==> src/sv/dbnc_pkg.sv <==
// Shared types, codes and sizes for the multichannel debounce block.
// Used by every module in this folder; depends on nothing else.
package dbnc_pkg;

    // Number of debounced channels (1 to 255).
    localparam int CHANNEL_COUNT = 8;
    localparam int CH_IDX_W      = (CHANNEL_COUNT > 1) ? $clog2(CHANNEL_COUNT) : 1;
    localparam logic [7:0] CHANNEL_LIMIT = 8'(CHANNEL_COUNT);

    localparam logic [7:0] THRESHOLD_RESET = 8'd10;

    // Per-channel phase codes.
    localparam logic [1:0] PH_LOW  = 2'd0;
    localparam logic [1:0] PH_HIGH = 2'd1;
    localparam logic [1:0] PH_RISE = 2'd2;
    localparam logic [1:0] PH_FALL = 2'd3;

    typedef struct packed {
        logic [7:0] channel;
        logic       raw_level;
    } dbnc_in_t;

    typedef struct packed {
        logic stable_level;
        logic bad_channel;
    } dbnc_out_t;

    // Everything kept for one channel.
    typedef struct packed {
        logic       level;
        logic [7:0] count;
        logic [1:0] phase;
    } chan_state_t;

endpackage

==> src/sv/dbnc_step.sv <==
// One debounce step: next channel state from the current state and one sample.
// Depends on dbnc_pkg for the phase codes and the channel state type.
module dbnc_step (
    input  dbnc_pkg::chan_state_t cur,
    input  logic                  raw_level,
    input  logic [7:0]            threshold,
    output dbnc_pkg::chan_state_t nxt
);
    import dbnc_pkg::*;

    logic confirmed;

    assign confirmed = (cur.count >= threshold);

    always_comb
    begin
        nxt = cur;
        unique case (cur.phase)
            PH_LOW:
            begin
                if (raw_level)
                begin
                    nxt.count = 8'd1;
                    nxt.phase = PH_RISE;
                end
            end
            PH_HIGH:
            begin
                if (!raw_level)
                begin
                    nxt.count = 8'd1;
                    nxt.phase = PH_FALL;
                end
            end
            PH_RISE:
            begin
                // A low sample during a rise is noise and cancels it.
                if (!raw_level)
                begin
                    nxt.phase = PH_LOW;
                    nxt.count = 8'd0;
                end
                else if (confirmed)
                begin
                    nxt.level = 1'b1;
                    nxt.phase = PH_HIGH;
                end
                else
                begin
                    nxt.count = 8'(cur.count + 8'd1);
                end
            end
            PH_FALL:
            begin
                if (raw_level)
                begin
                    nxt.phase = PH_HIGH;
                    nxt.count = 8'd0;
                end
                else if (confirmed)
                begin
                    nxt.level = 1'b0;
                    nxt.phase = PH_LOW;
                end
                else
                begin
                    nxt.count = 8'(cur.count + 8'd1);
                end
            end
        endcase
    end

endmodule

==> src/sv/dbnc_chan_bank.sv <==
// Register bank holding the level, counter and phase of every channel.
// Depends on dbnc_pkg for the channel count and the channel state type.
module dbnc_chan_bank (
    input  logic                                clk,
    input  logic                                rst_n,
    input  logic [dbnc_pkg::CH_IDX_W-1:0]       rd_idx,
    output dbnc_pkg::chan_state_t               rd_state,
    input  logic                                wr_en,
    input  logic [dbnc_pkg::CH_IDX_W-1:0]       wr_idx,
    input  dbnc_pkg::chan_state_t               wr_state
);
    import dbnc_pkg::*;

    chan_state_t bank_reg [CHANNEL_COUNT];

    assign rd_state = bank_reg[rd_idx];

    always_ff @(posedge clk or negedge rst_n)
    begin
        if (!rst_n)
        begin
            for (int i = 0; i < CHANNEL_COUNT; i++)
            begin
                bank_reg[i] <= '{level: 1'b0, count: 8'd0, phase: PH_LOW};
            end
        end
        else if (wr_en)
        begin
            bank_reg[wr_idx] <= wr_state;
        end
    end

endmodule

==> src/sv/multichannel_debounce_fsm.sv <==
// Top level of the multichannel debounce block: input register, channel
// bank update and result register. Depends on dbnc_pkg, dbnc_step, dbnc_chan_bank.
//
//   Channel   Handshake                      Payload
//   sample    sample_valid / sample_ready    sample (channel, raw_level)
//   result    result_valid / result_ready    result (stable_level, bad_channel)
//   config    cfg_wr_en (no wait)            cfg_wr_data (confirm threshold)
//
// One request is accepted per cycle while the result side is not stalled; its
// result passes through the input register and then the result register.
// The rate is set by the single read-update-write of the channel bank, which
// completes in the cycle a request leaves the input register.
// Reset (rst_n, asynchronous, active low) puts every channel at stable low with
// a zero counter and loads the threshold with 10.
// A stalled result holds the whole pipeline; the input register still takes
// a request while it is empty or moving on.
module multichannel_debounce_fsm (
    input  logic                 clk,
    input  logic                 rst_n,
    input  logic                 sample_valid,
    output logic                 sample_ready,
    input  dbnc_pkg::dbnc_in_t   sample,
    output logic                 result_valid,
    input  logic                 result_ready,
    output dbnc_pkg::dbnc_out_t  result,
    input  logic                 cfg_wr_en,
    input  logic [7:0]           cfg_wr_data
);
    import dbnc_pkg::*;

    // Configuration register.
    logic [7:0] threshold_reg;

    // Input register stage.
    logic       s1_valid_reg;
    logic       s1_valid_next;
    dbnc_in_t   s1_data_reg;

    // Result register stage.
    logic       result_valid_reg;
    logic       result_valid_next;
    dbnc_out_t  result_reg;
    dbnc_out_t  result_next;

    logic        advance;
    logic        bad;
    logic        bank_wr_en;
    chan_state_t cur_state;
    chan_state_t nxt_state;

    // The result register can take a new value when it is empty or being read.
    assign advance      = !result_valid_reg || result_ready;
    assign sample_ready = !s1_valid_reg || advance;

    // A channel at or above the channel count touches no state.
    assign bad        = (s1_data_reg.channel >= CHANNEL_LIMIT);
    assign bank_wr_en = s1_valid_reg && advance && !bad;

    dbnc_chan_bank u_bank (
        .clk      (clk),
        .rst_n    (rst_n),
        .rd_idx   (s1_data_reg.channel[CH_IDX_W-1:0]),
        .rd_state (cur_state),
        .wr_en    (bank_wr_en),
        .wr_idx   (s1_data_reg.channel[CH_IDX_W-1:0]),
        .wr_state (nxt_state)
    );

    dbnc_step u_step (
        .cur       (cur_state),
        .raw_level (s1_data_reg.raw_level),
        .threshold (threshold_reg),
        .nxt       (nxt_state)
    );

    always_comb
    begin
        s1_valid_next     = sample_ready ? sample_valid : s1_valid_reg;
        result_valid_next = advance ? s1_valid_reg : result_valid_reg;
        result_next.bad_channel  = bad;
        result_next.stable_level = bad ? 1'b0 : nxt_state.level;
    end

    always_ff @(posedge clk or negedge rst_n)
    begin
        if (!rst_n)
        begin
            threshold_reg    <= THRESHOLD_RESET;
            s1_valid_reg     <= 1'b0;
            result_valid_reg <= 1'b0;
        end
        else
        begin
            if (cfg_wr_en)
            begin
                threshold_reg <= cfg_wr_data;
            end
            s1_valid_reg     <= s1_valid_next;
            result_valid_reg <= result_valid_next;
        end
    end

    // Payload registers carry no reset.
    always_ff @(posedge clk)
    begin
        if (sample_ready && sample_valid)
        begin
            s1_data_reg <= sample;
        end
        if (advance && s1_valid_reg)
        begin
            result_reg <= result_next;
        end
    end

    assign result_valid = result_valid_reg;
    assign result       = result_reg;

endmodule

==> config.mk <==
export PLATFORM = sky130hd
export DESIGN_NAME = multichannel_debounce_fsm
export DESIGN_NICKNAME = d
export VERILOG_FILES = /design/src/sv/dbnc_pkg.sv /design/src/sv/dbnc_step.sv /design/src/sv/dbnc_chan_bank.sv /design/src/sv/multichannel_debounce_fsm.sv
export SDC_FILE = /design/constraint.sdc
export NUM_CORES = 1
export LEC_CHECK = 0
export ABC_AREA = 1
export BUFFER_PORTS_ARGS = -buffer_cell sky130_fd_sc_hd__buf_2
export CAP_MARGIN = 20
export CORE_MARGIN = 2
export CORE_UTILIZATION = 62
export DETAILED_ROUTE_END_ITERATION = 10
export PLACE_DENSITY = 0.8
export SYNTH_ARGS = -nofsm -noshare
export SYNTH_HDL_FRONTEND = slang
export SYNTH_SLANG_ARGS = --single-unit
==> constraint.sdc <==
create_clock -name clk -period 3.6 [get_ports clk]
set_clock_uncertainty 0.15 [all_clocks]
set_input_delay 0.72 -clock clk [delete_from_list [all_inputs] [get_ports clk]]
set_output_delay 0.72 -clock clk [all_outputs]
set_load 0.1 [all_outputs]
; Yosys cells after proc, flatten, opt, wreduce, memory -nomap -nowiden
; Cells that the tools add are included.
[classes]
addsub = 1
order_cmp = 4
eq_ne = 3
mux = 19
bitwise = 1
reduce_logical = 10
[ops]
columns = cell, n
row1 = 88-bit bitwise mux, 1
row2 = 10-bit two-way mux, 4
row3 = 10-bit case mux with 4 select lines, 1
row4 = 11-bit binary-select mux with 3-bit select, 1
row5 = 11-bit demux with 3-bit select, 1
row6 = 11-bit two-way mux, 3
row7 = "8-bit by 1-bit adder with 8-bit output, second input constant", 1
row8 = "8-bit by 4-bit greater-or-equal comparator with 1-bit output, second input constant", 1
row9 = 8-bit greater-or-equal comparator, 1
row10 = 8-bit two-way mux, 1
row11 = "2-bit == test, second input constant", 2
row12 = "4-bit greater-or-equal comparator, second input constant", 1
row13 = 1-bit logical AND, 4
row14 = "4-bit by 1-bit less-than comparator with 1-bit output, second input constant", 1
row15 = 1-bit two-way mux, 4
row16 = 2-bit two-way mux, 2
row17 = 3-bit NOT with 4-bit output, 1
row18 = 1-bit logical NOT, 3
row19 = "2-bit by 1-bit == test with 1-bit output, second input constant", 1
row20 = 2-bit logical NOT, 1
row21 = 1-bit logical OR, 2
row22 = 1-bit case mux with 2 select lines, 1
[totals]
reg_bits = 109
input_bits = 22
output_inout_bits = 4
word_cells = 69

; Logic depth before layout (Yosys ltp)
; Gate-level depths: netlist (run 1).
[depth]
word_depth = 9
depth_mapped = 26
ltp_nobuf = 24

; By module
; Synthesis (run 1) repeated with hierarchy kept, for this count alone.
[unflattened]
hier_cells = 802
hier_area_um2 = 6048.3
[by_module_without_submodules]
columns = mod, instances, cells_per_inst, area_per_inst_um2
row1 = dbnc_chan_bank, 1, 601, 4554.4
row2 = multichannel_debounce_fsm, 1, 62, 757.0
row3 = dbnc_step, 1, 139, 737.0

; Worst setup path before layout (run 1)
; Ideal clock, no wire load.
[synth_timing]
path_type = reg-to-reg
from = register result_valid_reg, in the netlist result_valid
to = register s1_data_reg[0] (netlist bit), enable pin
setup_time_ns = 0.284
t_arrival_ns = 2.422
required_ns = 3.166
setup_slack_ns = 0.744
stages_incl_launch_ff = 4
n_path_buf = 0
synth_period_minus_slack_ns = 2.856
cell_sequence = dfrtp_1 nand3_1 nand2_1 inv_1
[synth_between]
elab_chain_len = 4
[synth_rtl]
columns = item, line_no
row1 = start: declaration, multichannel_debounce_fsm.sv:40  ; logic result_valid_reg;
row2 = start signal: assignment, multichannel_debounce_fsm.sv:99  ; result_valid_reg <= result_valid_next;
row3 = 1-bit logical NOT, multichannel_debounce_fsm.sv:52  ; assign advance = !result_valid_reg || result_ready;
row4 = 1-bit logical OR, multichannel_debounce_fsm.sv:52
row5 = 1-bit logical OR, multichannel_debounce_fsm.sv:53  ; assign sample_ready = !s1_valid_reg || advance;
row6 = via sample_ready, multichannel_debounce_fsm.sv:21  ; output logic sample_ready,
row7 = 1-bit logical AND, multichannel_debounce_fsm.sv:106  ; if (sample_ready && sample_valid)
row8 = end signal: assignment, multichannel_debounce_fsm.sv:108  ; s1_data_reg <= sample;
row9 = end: declaration, multichannel_debounce_fsm.sv:37  ; dbnc_in_t s1_data_reg;
; The timed path passes the listed nets, and every way through them passes these cells.
; A chain may end at the register's enable or synchronous reset.

; Final worst setup path (run 1)
[layout_timing]
from = register s1_data_reg[1] (netlist bit)
to = register u_bank.bank_reg[54] (netlist bit)
[layout_between]
elab_chain_len = 9
word_cells_on_any_way = 21
classes_between = order compare (4) / eq/ne (2) / mux (11) / bitwise (1) / reduce/logical (3)
[layout_rtl]
columns = item, line_no
row1 = 3-bit NOT with 4-bit output (not written as such), "dbnc_chan_bank.sv:16, dbnc_chan_bank.sv:29"
row2 = 11-bit binary-select mux with 3-bit select, dbnc_chan_bank.sv:16  ; assign rd_state = bank_reg[rd_idx];
row3 = 11-bit two-way mux (not written as such) (2 in a row), dbnc_chan_bank.sv:16
row4 = 8-bit greater-or-equal comparator, dbnc_step.sv:13  ; assign confirmed = (cur.count >= threshold);
row5 = "1-bit two-way mux, on equally long branches", "dbnc_step.sv:60, dbnc_step.sv:43"
row6 = "1-bit two-way mux, on equally long branches", "dbnc_step.sv:55, dbnc_step.sv:38"
row7 = 1-bit case mux with 2 select lines, dbnc_step.sv:18  ; unique case (cur.phase)
row8 = 88-bit bitwise mux, dbnc_chan_bank.sv:29  ; bank_reg[wr_idx] <= wr_state;
row9 = end signal: indexed assignment, dbnc_chan_bank.sv:24  ; bank_reg[i] <= '{level: 1'b0, count: 8'd0, phase: PH_LOW};
row10 = end signal: indexed assignment, dbnc_chan_bank.sv:29
row11 = end: declaration, dbnc_chan_bank.sv:14  ; chan_state_t bank_reg [CHANNEL_COUNT];
; Parallel ways exist; a longest one is shown, timed or not. The select of a mux whose other input is x is not followed.

==> results of run 1 <==
-- cell families after synthesis --
kind of cell    Yosys count  synth area share
buf+inv                  81           0.06749
mux                       1          0.001978
flops                   109            0.4893
xor+xnor                  1          0.001539
simple gates            516            0.3717
compound gates           49           0.04814
fa+ha+maj                 9           0.01978
-- power breakdown --
| group | internal [mW] | switching (mW) | leakage, nW | total [mW] |
|---|---|---|---|---|
| clock | 0.272 | 0.443 | 0.0965 | 0.715 |
| combinational | 0.0617 | 0.175 | 1.89 | 0.237 |
| sequential | 1.28 | 0.0226 | 1.42 | 1.31 |
-- what timing repair did --
item / CTS / global route
gates resized for setup: 0 / 6
hold buffers: 0 / 0
endpoints found under the hold margin: 0 / 0
setup endpoints to repair: 0 / 35
-- through the flow --
stage | utilization | power [mW] | instances | instance area [sq um]
after global routing | 0.6972 | 2.339 | 906 | 6140
after detailed placement | 0.6721 | 1.561 | 890 | 5918
after CTS | 0.6937 | 2.260 | 906 | 6108
after floorplan | - | 1.482 | 766 | 5692
final | 0.6972 | 2.258 | 906 | 6140
after global placement | 0.6721 | 1.554 | 890 | 5918
-- worst paths after layout --
path                                           from                   to  slack (ns)
worst max-delay path                 s1_data_reg[1]  u_bank.bank_reg[54]        0.30
worst min-delay path                          rst_n  u_bank.bank_reg[67]        0.20
worst max register to register       s1_data_reg[1]  u_bank.bank_reg[54]        0.30
worst min register to register  u_bank.bank_reg[49]  u_bank.bank_reg[49]        0.34
max in group asynchronous                     rst_n  u_bank.bank_reg[54]        2.65
min in group clk                u_bank.bank_reg[49]  u_bank.bank_reg[49]        0.34
-- cells in the final DEF (no fill, tap or decap), drive strengths merged --
master,instances
o2111ai,1
xor2,1
mux2,1
or2,1
nor3b,1
bufinv,1
a22oi,1
clkinv,3
clkbuf,10
nor2,23
inv,58
dfrtp,96
a21oi,9
nand4,5
nor3,4
nand2,446
o22ai,2
ha,9
dfstp,2
o21bai,1
o21ai,34
nand3,36
edfxtp,11
buf,41
o211ai,1
-- routing by layer --
metal	up-vias	GRT usage	wire length (um)
met4	0	0.1128	359
met2	207	0.4938	6690
met1	2357	0.4086	5821
li1	2415	-	-
met5	-	0	0
met3	28	0.06685	1203
-- layout make-up --
| type | count | share of cell area |
|---|---|---|
| Timing Repair Buffer | 41 | 0.04239 |
| Clock inverter | 6 | 0.01019 |
| Sequential cell | 109 | 0.4536 |
| Clock buffer | 10 | 0.02079 |
| Inverter | 56 | 0.03852 |
| Multi-Input combinational cell | 576 | 0.4125 |
| Tap cell | 108 | 0.02201 |
==> results.py, run 1 <==
metrics = {
    "outcome": {
        "status": "completed",
    },
    "setup_path": {
        "crit_buf_inv": 1,
        "required_ns": 3.69,
        "critical_path_depth": 15,
        "path_class": "reg -> reg",
        "end_kind": "flop",
        "reg2reg_depth": 15,
        "cp-start-kind": "flop",
        "crit_chain": "bufinv_16 -> nand2_1 -> a21oi_1 -> o21ai_0 -> nand2_1 -> ha_1 -> nand2_1 -> nor2_1 -> nand2_1 -> nand2_1 -> nand2_1 -> o21ai_0 -> nand2_1 -> nand2_1 -> o21ai_0",
        "cpPeakStageDelay_ns": 0.45,
        "worst_path_most_repeated_cell": "nand2_1",
        "cp_data_arrival_time_ns": 3.40,
        "cpMaxStageDelayCell": "edfxtp_1",
        "worstPathMaxFanout": 34,
        "path_delay_family": "simple AND/OR/NAND/NOR gates",
    },
    "final_layout": {
        "largest_reg_flops": 88,
        "drive_gt1_frac": 0.1128,
        "multiInputGateArea_sq_um": 2532,
        "regArea_sq_um": 2785,
        "nFillCells": 757,
        "antenna_cells": 0,
        "syn2layout_area_growth_pct": 7.870,
        "nNetsFinal": 824,
    },
    "route": {
        "drtAntennaViolNets": 0,
        "totalWireLength_mm": 14.07,
        "vias_per_cell": 5.526,
        "drc": 0,
        "vias": 5007,
        "drt_pre_antenna_iters": 5,
        "drt_iter0_drc": 367,
        "detail_route.wl_per_cell_um": 15.53,
    },
    "floorplanning": {
        "start_util": 0.6463,
        "die_y_um": 99.82,
        "core_sq_um": 8806,
        "dieArea_sq_um": 9963,
        "rows": 34,
        "pin_count": 26,
        "die_x_um": 99.82,
    },
    "logic_synthesis": {
        "ys_types": 36,
        "synthesis.instances": 766,
        "synthTopCellsByCount": "nand2_1 (441), dfrtp_1 (96), inv_1 (50)",
        "synth.top_cell.area_share": 0.4221,
        "syn-cell-area_sq_um": 5692,
        "avgSynthCellArea_sq_um": 7.430,
        "syn_nets": 797,
        "synth_edf_count": 11,
        "synth_area_leaders": "dfrtp_1 (42%), nand2_1 (29%), edfxtp_1 (5.8%)",
        "yosys_register_bits": 109,
        "synth_area_leader_cell": "dfrtp_1",
        "yosys.cell_count.top_type": "nand2_1",
        "yosysSeqAreaShare": 0.4893,
        "synthArstFlopShare": 0.8991,
        "ys.flop_type": "dfrtp_1",
        "yosys_warnings": 0,
    },
    "flow_run": {
        "cap_violations": 0,
    },
    "sta": {
        "period_needed_ns": 3.304,
        "setup_viol": 0,
        "relSlewSlack": 0.6472,
        "layout_setup_ws_ns": 0.2956,
        "fmax_mhz": 302.6,
        "slew_viol_final": 0,
        "holdWs_ns": 0.2019,
        "period_share": 0.9179,
        "tns_ns": 0,
        "finalHoldViolCount": 0,
        "rsz0062_at_grt": "false",
        "tightest_slew_ns": 0.5286,
    },
    "placed_design": {
        "port_buffers": 25,
        "pre_cts_ws_ns": 0.3160,
        "place.gp.congestion": 0.9584,
        "dp_hpwl_mm": 9.915,
    },
    "cts": {
        "tritoncts": "done",
        "cts_root_buffer": "clkbuf_8",
        "post_cts.repair.setup_buffers": 0,
        "htree_num_levels": 3,
        "numCtsBuffers": 9,
        "cts.sinks": 109,
        "clkTransAtPathRegs_ns": 0.11,
        "insertion_delay_ns": 0.37,
        "clock_path_buffers": 2,
    },
    "global_routing": {
        "grt_pass1_wl_mm": 23.73,
        "grtUsageTotal": 0.3051,
        "grt_max_degree": 99,
        "antenna_found_initial": 0,
        "gr-total-overflow": 0,
        "grt_pass1_vias": 4904,
    },
    "power": {
        "ir_worst_vdd_uv": 321.3,
        "leakage_nw": 3.407,
        "p_per_area_nw_per_um2": 367.8,
    },
    "hold_path": {
        "hold_path.class": "in -> async",
    },
}
Note: power is estimated with default switching activity, not from simulation.
==> run 2, diff against run 1 <==
--- a/config.mk
+++ b/config.mk
@@ -9,9 +9,8 @@
 export BUFFER_PORTS_ARGS = -buffer_cell sky130_fd_sc_hd__buf_2
 export CAP_MARGIN = 20
 export CORE_MARGIN = 2
-export CORE_UTILIZATION = 62
+export CORE_UTILIZATION = 30
 export DETAILED_ROUTE_END_ITERATION = 10
-export PLACE_DENSITY = 0.8
 export SYNTH_ARGS = -nofsm -noshare
 export SYNTH_HDL_FRONTEND = slang
 export SYNTH_SLANG_ARGS = --single-unit
==> results.py, run 2 (synthesis gave the netlist of run 1 again) <==
metrics = {
    "global_routing": {
        "grt_max_degree": 99,
        "grt_pass1_vias": 4627,
        "grtUsageTotal": 0.1524,
        "grt_pass1_wl_mm": 23.93,
        "antenna_found_initial": 0,
        "gr-total-overflow": 0,
    },
    "power": {
        "ir_worst_vdd_uv": 173.9,
        "p_per_area_nw_per_um2": 392.0,
        "leakage_nw": 3.439,
        "total_power_mw": 2.499,
    },
    "flow_run": {
        "cap_violations": 0,
    },
    "route": {
        "routedLengthMet1_mm": 7.059,
        "dr_wl_met3_um": 658,
        "drtAntennaViolNets": 0,
        "vias_per_cell": 4.637,
        "wl_met2_mm": 6.465,
        "drt_iter0_drc": 365,
        "detail_route.wl_per_cell_um": 14.03,
        "vias": 4776,
        "drt_pre_antenna_iters": 5,
        "totalWireLength_mm": 14.45,
        "highest_layer": "met4",
        "drc": 0,
    },
    "cts": {
        "numCtsBuffers": 9,
        "insertion_delay_ns": 0.36,
        "clkTransAtPathRegs_ns": 0.07,
        "htree_num_levels": 3,
        "post_cts.repair.setup_buffers": 0,
        "tritoncts": "done",
        "clock_path_buffers": 2,
        "cts.sinks": 109,
        "cts_root_buffer": "clkbuf_16",
    },
    "floorplanning": {
        "rows": 50,
        "dieArea_sq_um": 20090,
        "die_x_um": 141.7,
        "core_sq_um": 18640,
        "pin_count": 26,
        "start_util": 0.3053,
        "die_y_um": 141.7,
    },
    "final_layout": {
        "syn2layout_area_growth_pct": 11.98,
        "nNetsFinal": 822,
        "antenna_cells": 0,
        "drive_gt1_frac": 0.1118,
        "final_cell_mix": "nand2_1 (440), dfrtp_1 (96), inv_1 (50), o21ai_0 (32), nand3_1 (26)",
        "largest_reg_flops": 88,
        "final_common_cell": "nand2_1",
    },
    "sta": {
        "holdWs_ns": 0.2599,
        "slew_viol_final": 0,
        "period_share": 0.8977,
        "finalHoldViolCount": 0,
        "period_needed_ns": 3.232,
        "tightest_slew_ns": 0.5619,
        "fmax_mhz": 309.4,
        "tns_ns": 0,
        "setup_viol": 0,
        "rsz0062_at_grt": "false",
        "relSlewSlack": 0.6254,
    },
    "setup_path": {
        "worstPathMaxFanout": 12,
        "worst_path_most_repeated_cell": "nand2_1",
        "cpPeakStageDelay_ns": 0.50,
        "crit_chain": "buf_4 -> nand2_1 -> inv_1 -> nand2_1 -> nand2_1 -> nor2_1 -> nand2_1 -> ha_1 -> a21oi_1 -> nand2_1 -> a21oi_1 -> nand2_1 -> nor2_4 -> nand4_1 -> nand3_1 -> nand3_2 -> nand2_1 -> nand2_1",
        "end_kind": "flop",
        "cpMaxStageDelayCell": "edfxtp_1",
        "cp-start-kind": "flop",
        "cp_data_arrival_time_ns": 3.34,
        "path_class": "reg -> reg",
        "required_ns": 3.70,
    },
    "placed_design": {
        "place.gp.congestion": 0.8465,
        "port_buffers": 25,
        "dp_hpwl_mm": 9.876,
    },
    "outcome": {
        "status": "completed",
    },
    "hold_path": {
        "hold_path.class": "in -> async",
    },
}
## run 2: cell types whose count changed in the layout (fill, tap and decap cells not counted), moves of 2 or more
cell | before | now
clkinv_2 | 0 | 2
inv_6 | 3 | 1
buf_4 | 16 | 13
clkbuf_8 | 9 | 1
clkbuf_16 | 0 | 9
## run 2: metrics by stage
| stage | area [sq um] | utilization | setup slack, ns | std cells |
|---|---|---|---|---|
| after CTS | 6345 | 0.3403 | 0.2453 | 1030 |
| after global placement | 6061 | 0.3251 | 0.2898 | 1014 |
| after detailed placement | 6061 | 0.3251 | 0.2698 | 1014 |
| after global routing | 6374 | 0.3419 | 0.03521 | 1030 |
| final | 6374 | 0.3419 | 0.3683 | 1030 |
| after floorplan | 5692 | - | 0.7444 | 766 |
## run 2: path summary, 6_finish.rpt
check	start	to	slack, ns	cells past startpoint
min	rst_n	u_bank.bank_reg[11]	0.26	2
max	s1_data_reg[1]	u_bank.bank_reg[51]	0.37	18
min reg2reg	u_bank.bank_reg[5]	u_bank.bank_reg[5]	0.33	2
max reg2reg	s1_data_reg[1]	u_bank.bank_reg[51]	0.37	18
min in group clk	u_bank.bank_reg[5]	u_bank.bank_reg[5]	0.33	2
max in group asynchronous	rst_n	threshold_reg[3]	2.62	2
## run 2: cell type report
| class | instances | area [sq um] |
|---|---|---|
| clock buffers | 10 | 239.0 |
| fillers | 1974 | 12270 |
| inverters | 56 | 217.7 |
| multi-input cells | 576 | 2545 |
| flip-flops and latches | 109 | 2785 |
| well taps | 234 | 292.8 |
| clock inverters | 6 | 45.04 |
| repair buffers | 39 | 249.0 |
## run 2: metal layers
layer / vias up / track usage
met5: - / 0
met1: 2238 / 0.2088
li1: 2411 / -
met4: 0 / 0.05211
met3: 21 / 0.03172
met2: 106 / 0.2404
## run 2: worst max-delay path: cells and delay by family, from the launching register on
kind | cells | cell delay, ns
AO/OA/AOI/OAI | 2 | 0.27
adder cells (fa/ha/maj) | 1 | 0.35
buffers and inverters | 2 | 0.33
flip-flops | 1 | 0.50
AND/OR/NAND/NOR | 13 | 1.51
## run 2: where the power goes
part           internal, mW  switching, mW  total, mW
clock network         0.495          0.466      0.961
logic                0.0556          0.177      0.233
registers              1.28         0.0204       1.30
total                  1.83          0.664       2.50
## run 2: timing repair
item | CTS | global route
endpoints found under the hold margin | 0 | 0
hold buffers | 0 | 0
setup endpoints to repair | 0 | 37
resized for setup | 0 | 8
